**src/sv/pls_pkg.sv**
```systemverilog
package pls_pkg;

    localparam int CMD_W        = 3;
    localparam int VAL_W        = 32;
    localparam int POS_W        = 5;
    localparam int STATUS_W     = 3;
    localparam int LEN_W        = 5;
    localparam int CAPACITY_DEF = 16;

    typedef enum logic [CMD_W-1:0] {
        CMD_APPEND    = 3'd0,
        CMD_PREPEND   = 3'd1,
        CMD_INSERT    = 3'd2,
        CMD_DISPLAY   = 3'd3,
        CMD_UPDATE    = 3'd4,
        CMD_DEL_FIRST = 3'd5,
        CMD_DEL_LAST  = 3'd6,
        CMD_DEL_AT    = 3'd7
    } t_cmd;

    typedef enum logic [STATUS_W-1:0] {
        ST_OK     = 3'd0,
        ST_BADIDX = 3'd1,
        ST_EMPTY  = 3'd2,
        ST_FULL   = 3'd3,
        ST_ITEM   = 3'd4
    } t_status;

    typedef enum logic [2:0] {
        OP_EMIT,
        OP_UPD,
        OP_INS,
        OP_DEL,
        OP_DSP
    } t_op;

    typedef enum logic [3:0] {
        S_IDLE,
        S_DECODE,
        S_INS_CHK,
        S_INS_RD,
        S_INS_WR,
        S_DEL_CHK,
        S_DEL_RD,
        S_DEL_WR,
        S_DSP_RD,
        S_DSP_LD,
        S_DSP_WAIT,
        S_WAIT
    } t_state;

endpackage

```
**src/sv/positional_list_store.sv**
```systemverilog
// Channel   Direction  Handshake                  Payload
// command   in         i_in_valid / o_in_stall    i_command, i_value, i_position
// result    out        o_out_valid / i_out_stall  o_status, o_element, o_last, o_length
//
// One command is taken at a time; o_in_stall stays high until its last result is transferred.
// Insert and delete move elements one at a time through the element memory, each move
// going through a check, a read and a write state before the status result is loaded.
// Display goes through a memory read, an output load and a transfer for each element.
// Reset is synchronous and active low; it empties the list and clears the output valid.
// A stalled result holds every output field until it is transferred.
module positional_list_store #(
    parameter int CAPACITY = pls_pkg::CAPACITY_DEF
) (
    input  logic                          i_clk,
    input  logic                          i_rst_n,
    input  logic                          i_in_valid,
    output logic                          o_in_stall,
    input  logic [pls_pkg::CMD_W-1:0]     i_command,
    input  logic signed [pls_pkg::VAL_W-1:0] i_value,
    input  logic [pls_pkg::POS_W-1:0]     i_position,
    output logic                          o_out_valid,
    input  logic                          i_out_stall,
    output logic [pls_pkg::STATUS_W-1:0]  o_status,
    output logic signed [pls_pkg::VAL_W-1:0] o_element,
    output logic                          o_last,
    output logic [pls_pkg::LEN_W-1:0]     o_length
);
    import pls_pkg::*;

    localparam int CW   = $clog2(CAPACITY + 1);
    localparam int AW   = $clog2(CAPACITY);
    localparam int CMPW = ((CW > POS_W) ? CW : POS_W) + 1;

    t_state r_state, n_state;
    t_cmd   r_cmd;
    logic [VAL_W-1:0] r_val;
    logic [POS_W-1:0] r_pos;
    logic [CW-1:0] r_count, n_count;
    logic [CW-1:0] r_ptr, n_ptr;
    logic [CW-1:0] r_idx, n_idx;
    logic [VAL_W-1:0] r_rdata;
    logic [VAL_W-1:0] r_mem [CAPACITY];

    logic r_out_valid, n_out_valid;
    t_status r_out_status, n_out_status;
    logic [VAL_W-1:0] r_out_elem, n_out_elem;
    logic r_out_last, n_out_last;

    logic in_xfer, out_xfer;
    logic [CMPW-1:0] pos_x, cnt_x;
    logic full, empty;
    t_op dec_op;
    t_status dec_status;
    logic [CW-1:0] dec_idx;
    logic [CW-1:0] ptr_inc, ptr_dec;
    logic ins_more, del_more;

    logic mem_we, mem_re, out_load;
    logic [AW-1:0] mem_waddr, mem_raddr;
    logic [VAL_W-1:0] mem_wdata;

    assign o_in_stall  = (r_state != S_IDLE);
    assign in_xfer     = i_in_valid && !o_in_stall;
    assign out_xfer    = r_out_valid && !i_out_stall;
    assign o_out_valid = r_out_valid;
    assign o_status    = r_out_status;
    assign o_element   = r_out_elem;
    assign o_last      = r_out_last;
    assign o_length    = LEN_W'(r_count);

    assign pos_x    = CMPW'(r_pos);
    assign cnt_x    = CMPW'(r_count);
    assign full     = (r_count == CW'(CAPACITY));
    assign empty    = (r_count == '0);
    assign ptr_inc  = r_ptr + 1'b1;
    assign ptr_dec  = r_ptr - 1'b1;
    assign ins_more = (r_ptr > r_idx);
    assign del_more = (ptr_inc < r_count);

    always_comb begin
        dec_op     = OP_EMIT;
        dec_status = ST_OK;
        dec_idx    = '0;
        unique case (r_cmd)
            CMD_APPEND: begin
                if (full) begin
                    dec_status = ST_FULL;
                end else begin
                    dec_op  = OP_INS;
                    dec_idx = r_count;
                end
            end
            CMD_PREPEND: begin
                if (full) begin
                    dec_status = ST_FULL;
                end else begin
                    dec_op = OP_INS;
                end
            end
            CMD_INSERT: begin
                if (full) begin
                    dec_status = ST_FULL;
                end else if (pos_x == '0 || pos_x > cnt_x + 1'b1) begin
                    dec_status = ST_BADIDX;
                end else begin
                    dec_op  = OP_INS;
                    dec_idx = CW'(pos_x - 1'b1);
                end
            end
            CMD_DISPLAY: begin
                if (empty) begin
                    dec_status = ST_EMPTY;
                end else begin
                    dec_op = OP_DSP;
                end
            end
            CMD_UPDATE: begin
                if (pos_x == '0 || pos_x > cnt_x) begin
                    dec_status = ST_BADIDX;
                end else begin
                    dec_op  = OP_UPD;
                    dec_idx = CW'(pos_x - 1'b1);
                end
            end
            CMD_DEL_FIRST: begin
                if (empty) begin
                    dec_status = ST_EMPTY;
                end else begin
                    dec_op = OP_DEL;
                end
            end
            CMD_DEL_LAST: begin
                if (empty) begin
                    dec_status = ST_EMPTY;
                end else begin
                    dec_op  = OP_DEL;
                    dec_idx = r_count - 1'b1;
                end
            end
            CMD_DEL_AT: begin
                if (pos_x == CMPW'(1)) begin
                    if (empty) begin
                        dec_status = ST_EMPTY;
                    end else begin
                        dec_op = OP_DEL;
                    end
                end else if (pos_x == '0 || pos_x > cnt_x) begin
                    dec_status = ST_BADIDX;
                end else begin
                    dec_op  = OP_DEL;
                    dec_idx = CW'(pos_x - 1'b1);
                end
            end
            default: begin
                dec_op = OP_EMIT;
            end
        endcase
    end

    always_comb begin
        n_state = r_state;
        unique case (r_state)
            S_IDLE: begin
                if (in_xfer) n_state = S_DECODE;
            end
            S_DECODE: begin
                unique case (dec_op)
                    OP_INS:  n_state = S_INS_CHK;
                    OP_DEL:  n_state = S_DEL_CHK;
                    OP_DSP:  n_state = S_DSP_RD;
                    default: n_state = S_WAIT;
                endcase
            end
            S_INS_CHK:  n_state = ins_more ? S_INS_RD : S_WAIT;
            S_INS_RD:   n_state = S_INS_WR;
            S_INS_WR:   n_state = S_INS_CHK;
            S_DEL_CHK:  n_state = del_more ? S_DEL_RD : S_WAIT;
            S_DEL_RD:   n_state = S_DEL_WR;
            S_DEL_WR:   n_state = S_DEL_CHK;
            S_DSP_RD:   n_state = S_DSP_LD;
            S_DSP_LD:   n_state = S_DSP_WAIT;
            S_DSP_WAIT: begin
                if (out_xfer) n_state = r_out_last ? S_IDLE : S_DSP_RD;
            end
            S_WAIT: begin
                if (out_xfer) n_state = S_IDLE;
            end
            default: n_state = S_IDLE;
        endcase
    end

    always_comb begin
        mem_we       = 1'b0;
        mem_waddr    = r_ptr[AW-1:0];
        mem_wdata    = r_rdata;
        mem_re       = 1'b0;
        mem_raddr    = r_ptr[AW-1:0];
        n_ptr        = r_ptr;
        n_idx        = r_idx;
        n_count      = r_count;
        out_load     = 1'b0;
        n_out_status = ST_OK;
        n_out_elem   = '0;
        n_out_last   = 1'b1;
        unique case (r_state)
            S_DECODE: begin
                unique case (dec_op)
                    OP_EMIT: begin
                        out_load     = 1'b1;
                        n_out_status = dec_status;
                    end
                    OP_UPD: begin
                        mem_we    = 1'b1;
                        mem_waddr = dec_idx[AW-1:0];
                        mem_wdata = r_val;
                        out_load  = 1'b1;
                    end
                    OP_INS: begin
                        n_ptr = r_count;
                        n_idx = dec_idx;
                    end
                    OP_DEL: begin
                        n_ptr = dec_idx;
                    end
                    default: begin
                        n_ptr = '0;
                    end
                endcase
            end
            S_INS_CHK: begin
                if (!ins_more) begin
                    mem_we    = 1'b1;
                    mem_waddr = r_idx[AW-1:0];
                    mem_wdata = r_val;
                    n_count   = r_count + 1'b1;
                    out_load  = 1'b1;
                end
            end
            S_INS_RD: begin
                mem_re    = 1'b1;
                mem_raddr = ptr_dec[AW-1:0];
            end
            S_INS_WR: begin
                mem_we = 1'b1;
                n_ptr  = ptr_dec;
            end
            S_DEL_CHK: begin
                if (!del_more) begin
                    n_count  = r_count - 1'b1;
                    out_load = 1'b1;
                end
            end
            S_DEL_RD: begin
                mem_re    = 1'b1;
                mem_raddr = ptr_inc[AW-1:0];
            end
            S_DEL_WR: begin
                mem_we = 1'b1;
                n_ptr  = ptr_inc;
            end
            S_DSP_RD: begin
                mem_re = 1'b1;
            end
            S_DSP_LD: begin
                out_load     = 1'b1;
                n_out_status = ST_ITEM;
                n_out_elem   = r_rdata;
                n_out_last   = (ptr_inc == r_count);
            end
            S_DSP_WAIT: begin
                if (out_xfer && !r_out_last) n_ptr = ptr_inc;
            end
            default: begin
                mem_we = 1'b0;
            end
        endcase
        if (out_load) begin
            n_out_valid = 1'b1;
        end else if (out_xfer) begin
            n_out_valid = 1'b0;
        end else begin
            n_out_valid = r_out_valid;
        end
    end

    always_ff @(posedge i_clk) begin
        if (!i_rst_n) begin
            r_state     <= S_IDLE;
            r_count     <= '0;
            r_out_valid <= 1'b0;
        end else begin
            r_state     <= n_state;
            r_count     <= n_count;
            r_out_valid <= n_out_valid;
        end
    end

    always_ff @(posedge i_clk) begin
        if (in_xfer) begin
            r_cmd <= t_cmd'(i_command);
            r_val <= i_value;
            r_pos <= i_position;
        end
        r_ptr <= n_ptr;
        r_idx <= n_idx;
        if (out_load) begin
            r_out_status <= n_out_status;
            r_out_elem   <= n_out_elem;
            r_out_last   <= n_out_last;
        end
    end

    always_ff @(posedge i_clk) begin
        if (mem_we) r_mem[mem_waddr] <= mem_wdata;
        if (mem_re) r_rdata <= r_mem[mem_raddr];
    end

endmodule

```
**config.mk**
```make
export PLATFORM = sky130hd
export DESIGN_NAME = positional_list_store
export DESIGN_NICKNAME = d
export VERILOG_FILES = /design/src/sv/pls_pkg.sv /design/src/sv/positional_list_store.sv
export SDC_FILE = /design/constraint.sdc
export NUM_CORES = 1
export LEC_CHECK = 0
export BUFFER_PORTS_ARGS = -buffer_cell sky130_fd_sc_hd__buf_2
export CORE_UTILIZATION = 40
export DETAILED_ROUTE_END_ITERATION = 12
export GPL_TIMING_DRIVEN = 0
export REMOVE_ABC_BUFFERS = 1
export SLEW_MARGIN = 25
export SYNTH_ARGS = -nofsm -noshare
export SYNTH_HDL_FRONTEND = slang
export SYNTH_SLANG_ARGS = --single-unit
```
**constraint.sdc**
```tcl
create_clock -name i_clk -period 4.3 [get_ports i_clk]
set_input_delay 0.215 -clock i_clk [delete_from_list [all_inputs] [get_ports i_clk]]
set_output_delay 0.215 -clock i_clk [all_outputs]
set_load 0.03 [all_outputs]
```
# After elaboration in Yosys (flattened, before gate mapping)
# Memories as Yosys holds them, arrays and structs flattened. A register that Yosys moved wholly into a read port is not among the register bits.
# Cells that the tools add are included.
dict set report word_totals {
  register_bits 96
  ram_bits 512
  inputBits 44
  out_inout_bits 43
  elab_cells 138
  memories 1
}
# name words word_bits read_ports rd_ports_with_merged_regs write_ports line
set memory_table {}
lappend memory_table {r_mem 16 32 1 1 1 positional_list_store.sv:42} ;# logic [VAL_W-1:0] r_mem [CAPACITY];
dict set report classes {
  n_addsub 6
  magnitude_cmp 4
  eq_ne 32
  mux 57
  n_reduce_logical 27
}
# op count
set op_table {}
lappend op_table {{$mux 32} 2}
lappend op_table {{$pmux 32 s2} 1}
lappend op_table {{$pmux 4 s12} 1}
lappend op_table {{$mux 5} 9}
lappend op_table {{$mux 4} 8}
lappend op_table {{$pmux 5 s5} 1}
lappend op_table {{$pmux 5 s4} 1}
lappend op_table {{$pmux 3 s6} 1}
lappend op_table {{$eq 4x3->1 const B} 4}
lappend op_table {{$eq 4x4->1 const B} 4}
lappend op_table {{$mux 2} 8}
lappend op_table {{$pmux 4 s2} 2}
lappend op_table {{$eq 3x3->1 const B} 5}
lappend op_table {{$pmux 3 s5} 1}
lappend op_table {{$pmux 5 s3} 1}
lappend op_table {{$sub 5x1->5 const B} 3}
lappend op_table {{$ne 2x2->1 const B} 7}
lappend op_table {{$eq 3x2->1 const B} 4}
lappend op_table {{$mux 1} 12}
lappend op_table {{$mux 3} 4}
lappend op_table {{$pmux 4 s3} 1}
lappend op_table {{$add 5x1->5 const B} 2}
lappend op_table {{$gt 5x5->1} 2}
lappend op_table {{$pmux 5 s2} 1}
lappend op_table {{other kinds (25)} 41}

# Logic depth before layout (Yosys ltp)
dict set report logic_depth {
  depth_word 11
  ltp_mapped 12
  ltp_nobuf 11
}

# Least setup slack after synthesis
# Ideal clock, no wire load.
dict set report synth_timing {
  kind {register to register}
  start {register r_count[4] (netlist: o_length[4])}
  end {memory r_mem[9][0], enable pin}
  setup_ns 0.421
  t_arrival_ns 4.008
  t_required_ns 3.879
  path_slack_ns -0.129
  stages_incl_launch_ff 10
  path_buffers 0
  synth_period_minus_slack_ns 4.429
  path_cell_list {dfxtp_1 > inv_1 > ha_1 > nand4_1 > or2_1 > a2111oi_4 > a211oi_1 > a2111oi_0 > nand2b_1 > nor2_1}
}
dict set report synth_via {
  elab_chain_len 11
  elab_cells_between_ends 30
  cone_classes {add/sub (1); order compare (2); eq/ne (2); mux (22); reduce/logical (3)}
}
# item line
set synth_lines {}
lappend synth_lines {{from (decl)} positional_list_store.sv:38} ;# logic [CW-1:0] r_count, n_count;
lappend synth_lines {{from (signal assigned)} positional_list_store.sv:293} ;# r_count <= n_count;
lappend synth_lines {{$add 5x1->6} positional_list_store.sv:103} ;# end else if (pos_x == '0 || pos_x > cnt_x + 1'b1) begin
lappend synth_lines {{$gt 5x6->1} positional_list_store.sv:103}
lappend synth_lines {{$logic_or 1x1->1} positional_list_store.sv:103}
lappend synth_lines {{$mux 2} positional_list_store.sv:103}
lappend synth_lines {{$mux 2} positional_list_store.sv:101} ;# if (full) begin
lappend synth_lines {{$pmux 3 s6} positional_list_store.sv:84} ;# unique case (r_cmd)
lappend synth_lines {{$eq 3x1->1} positional_list_store.sv:207} ;# unique case (dec_op)
lappend synth_lines {{$mux 1} positional_list_store.sv:207}
lappend synth_lines {{$pmux 1 s3} positional_list_store.sv:205} ;# unique case (r_state)
lappend synth_lines {{$mux 1} positional_list_store.sv:314} ;# if (mem_we) r_mem[mem_waddr] <= mem_wdata;
lappend synth_lines {{$mux 1 (implied by the code)} positional_list_store.sv:314}
lappend synth_lines {{to (decl)} positional_list_store.sv:42}
# Parallel ways exist; a longest one is shown, timed or not.

# Worst setup path after layout
dict set report layout_timing {
  start {register r_count[4] (netlist: o_length[4])}
  end {memory r_mem[12][27], enable pin}
}
# The elaborated chain is that of the path after synthesis.

==> out/results.txt <==
Utilization after layout: 49.82%. The total number of H-tree levels is 3, and the clock latency of the later-clocked register in the worst-skew pair is 0.60 ns. Transition time of the tightest slew-check pin: 0.9585 ns.

The share of synthesized area in the top cell type comes to 73.36%. Fraction of final layout cells with drive strength greater than 1: 27.61%. Clock skew on the completed layout was measured at 0.02640 ns. The startpoint identified for the worst register-to-register timing path is o_length[4]$_SDFFE_PN0P_. The tools report the count of clock tree sinks as 640.

Once detail routing completed, the nets flagged for antenna violations numbered 0. For the number of instances in the placed design, the log shows 2353. After clock tree synthesis, the clock-pin slew on the worst setup and hold paths is 0.06 ns. The logs give 59.92 mm for the final wirelength and 0 for the sum of overflow across all layers after global routing.

The count of state elements after synthesis was 640. The synthesized netlist contains 63 unique library cells. Setup violations remaining at the end of the flow were counted as 0. The tools report the switching power of the nets as 6.996 mW.

The relative contribution of combinational cells to total power is 33.1%, and the period utilization is 95.99%. The run gives 0 as the hold violation total from the final report. For the count of max-cap constraint violations, the log shows 0. The synthesis-to-layout area growth works out to 22.52%. The Yosys step of the flow raised 0 warnings. The run gives 74.13% as the sequential area share after synthesis. Leakage power: 10.55 nW. The switching share of total power is 32.14%. The cell taking the most area after synthesis was sky130_fd_sc_hd__edfxtp_1. The worst endpoint data arrival time was 4.42 ns; the critical path's largest stage delay was 0.61 ns. Traced cell by cell, the critical path runs through inv_1 > ha_1 > nand4_1 > or2_1 > a21o_1 > nor4_1 > a211o_1 > nand3b_1 > nor2_4 > buf_16 > buf_16. STA classifies the critical path endpoint as a flip-flop. Timing analysis after detailed placement gives a worst setup slack of -0.3595 ns.

The layout has 5087 filler cells. The first global-routing pass estimated 89.61 mm of wire. Across the VDD grid, the largest voltage drop is 0.3671 mV. Detailed placement ended at an HPWL of 39.79 mm.

The final cell count without fillers was 2534. For the cell area after synthesis, the log shows 25790 um2. Summed over all failing endpoints, the final setup total negative slack is 0 ns.

The ratio of routed vias to standard cells came out at 5.498. Number of antenna violations at the first check in global routing: 0. Yosys attributes the largest share of cell area to sky130_fd_sc_hd__edfxtp_1, sky130_fd_sc_hd__mux4_2, sky130_fd_sc_hd__a22oi_1. The peak clock frequency supported by timing is 242.3 MHz. Setup repair after global routing left no endpoint under its margin. The share of power burned in the clock network is 26.3%, and the required time of the critical path is 4.59 ns. Along the worst path, the maximum fanout reaches 12. Routability-driven placement finished with a final weighted congestion of 0.8481. In this run, the number of DRC markers left after iteration 0 of detailed routing was 1213. The run gives 63430 um2 as the core area. The CTS buffer count is 69.

The setup path with the least slack is of type flip-flop to flip-flop. Routed wire length per instance: 23.65 um. The total iterations of the first detailed-routing run came out at 5. Synthesized area per cell: 18.20 um2. Of all flip-flops after synthesis, the portion carrying an async set or reset was 0%. TritonCTS built the clock tree. In the final layout, the multi-input gates occupy 6506 um2. Power density normalized to cell area: 688.8 nW/um2. The tightest min-delay check is of the input pin to flip-flop type. The worst setup path startpoint was o_length[4]$_SDFFE_PN0P_. The synthesized design contains 630 enable-type register cells. STA classifies the critical path startpoint as a flip-flop. The total die area was 65490 um2; the count of final max-slew check failures was 0. The tools report the number of placement rows as 92. The die is 255.9 um tall.

Setup slack on the critical path of the routed design comes to 0.1724 ns. The total global routing track utilization is 18.46%. The area of all sequential standard cells was 19120 um2.

The tree is rooted in a sky130_fd_sc_hd__clkbuf_16. For the largest buffer count on any clock path, the log shows 3. The slowest stage of the critical path belongs to the cell sky130_fd_sc_hd__nor4_1.

In this run the most critical hold path is launched from i_in_valid. During placement, the flow inserted port buffers numbering 86. The cell type with the highest occurrence count on the critical path is sky130_fd_sc_hd__buf_16. Of the total power, registers draw 40.6%. The run gives 14.77 mW as the internal power summed over all cells. The most numerous cell in the Yosys netlist was sky130_fd_sc_hd__edfxtp_1. Synthesis handed over a netlist of 1417 instances.

The worst hold margin was 0.03888 ns. The main flop type after synthesis was sky130_fd_sc_hd__edfxtp_1. Once the floorplan was initialized, standard cells occupied 40.66% of the core. After layout, the minimum clock period comes to 4.128 ns. The repair_antennas step left the layout with diodes totalling 0. The run gives 37 as the largest net degree at the start of global routing.

During I/O placement, the number of pins put on the boundary was 87. Via count: 13933. For the post-detailed-route DRC marker count, the log shows 0. The run finished with clean final reports. The run gives 1712 as the number of nets in the layout. The run gives 14090 as the number of global-route vias before repair.

The floorplan step set the die width to 255.9 um. For the max-slew headroom at the worst pin, the log shows 35.67%. Counting instances in the post-synthesis netlist gives the leading cell types as sky130_fd_sc_hd__edfxtp_1, sky130_fd_sc_hd__mux4_2, sky130_fd_sc_hd__nand2_1.
## power by group through the flow
stage / logic (mW) / clock network (mW) / registers (mW)
4_1_cts: 7.25 / 5.87 / 8.85
3_5_place_dp: 7.17 / 0 / 8.97
5_1_grt: 7.83 / 6.09 / 8.91
2_1_floorplan: 4.42 / 0 / 9.20
3_3_place_gp: 5.65 / 0 / 9.04
6_report: 7.20 / 5.73 / 8.83
## critical path, delay by kind of cell, from the launching register on
family	cells	cell delay (ns)
AOI/OAI and AO/OA	2	0.51
adders and majority gates	1	0.39
buffers and inverters	3	0.62
DFF	1	0.54
and+or+nand+nor	5	1.76
## through the flow
step / instance area (um2) / total power, mW
6_report: 31600 / 21.76
3_5_place_dp: 28620 / 16.14
4_1_cts: 31380 / 21.97
5_1_grt: 31600 / 22.83
3_3_place_gp: 26910 / 14.68
2_1_floorplan: 25420 / 13.62
## per-layer routing
metal	GRT usage, %	part of all wire (%)	up-vias
met5	0	0	-
met4	5.040	2.5	0
met3	3.436	5.5	106
met2	30.43	49	434
met1	25.14	43	7218
li1	-	-	6175
## logic make-up (layout without fill, tap and decap cells)
group,after synthesis,count (layout),share of synthesized area [%]
simple gates,297,297,5.410
compound gates,212,212,5.497
mux,131,131,11.30
buf+inv,92,363,1.756
xor+xnor,19,19,0.6453
flops,640,640,74.13
fa+ha+maj,26,26,1.261
## path summary, 6_finish.rpt
kind | end | slack (ns) | depth (start not counted)
worst max register to register | r_mem[12][27]$_DFFE_PP_ | 0.17 | 11
worst min register to register | o_out_valid$_SDFFE_PN0P_ | 0.53 | 2
worst max-delay path | r_mem[12][27]$_DFFE_PP_ | 0.17 | 11
worst min-delay path | r_state[3]$_SDFFE_PN0P_ | 0.04 | 3
## area by class of cell
type / count / area share [%]
clock buffer: 83 / 5.833
timing repair buffer: 224 / 8.403
sequential: 640 / 60.51
inverter: 22 / 0.2613
multi-input combinational: 685 / 20.59
clock inverter: 34 / 1.053
tap: 846 / 3.350
## repair_timing
item,in CTS,in global routing
setup endpoints to repair,271,474
gates resized for setup,1,13
hold buffers,42,0
buffers inserted,13,9
pin swaps,9,5
hold endpoints to repair,43,0
## sequential cells by signal, indices dropped and copies added (netlist names), 4 cells and up
name / flops
r_val: 32
o_element: 32
r_state: 4
r_idx: 5
r_ptr: 5
r_rdata: 32
r_pos: 5
o_length: 5
r_mem: 512
## layout by cell type, fill, tap and decap left out, types with 5 or more instances in the layout
cell                            count
sky130_fd_sc_hd__a211oi_1           8
sky130_fd_sc_hd__a21oi_1           23
sky130_fd_sc_hd__a22oi_1           65
sky130_fd_sc_hd__a31oi_1            6
sky130_fd_sc_hd__and2_1            35
sky130_fd_sc_hd__buf_12            17
sky130_fd_sc_hd__buf_16            38
sky130_fd_sc_hd__buf_2             87
sky130_fd_sc_hd__buf_4             17
sky130_fd_sc_hd__buf_6             16
sky130_fd_sc_hd__buf_8              7
sky130_fd_sc_hd__bufinv_16          5
sky130_fd_sc_hd__clkbuf_1          11
sky130_fd_sc_hd__clkbuf_16         72
sky130_fd_sc_hd__clkinv_1           5
sky130_fd_sc_hd__clkinv_2          15
sky130_fd_sc_hd__dfxtp_1            9
sky130_fd_sc_hd__dlygate4sd3_1     42
sky130_fd_sc_hd__edfxtp_1         630
sky130_fd_sc_hd__ha_1              26
sky130_fd_sc_hd__inv_1             22
sky130_fd_sc_hd__mux4_2           128
sky130_fd_sc_hd__nand2_1          124
sky130_fd_sc_hd__nand2b_1          11
sky130_fd_sc_hd__nand3_1           14
sky130_fd_sc_hd__nor2_1            39
sky130_fd_sc_hd__nor2_4            20
sky130_fd_sc_hd__nor2b_1            8
sky130_fd_sc_hd__nor3_1            14
sky130_fd_sc_hd__o21ai_0           26
sky130_fd_sc_hd__o21ai_1           20
sky130_fd_sc_hd__o21ai_2           13
sky130_fd_sc_hd__o22ai_1            9
sky130_fd_sc_hd__xnor2_1           15
No activity file was read; power rests on OpenSTA's default activity.
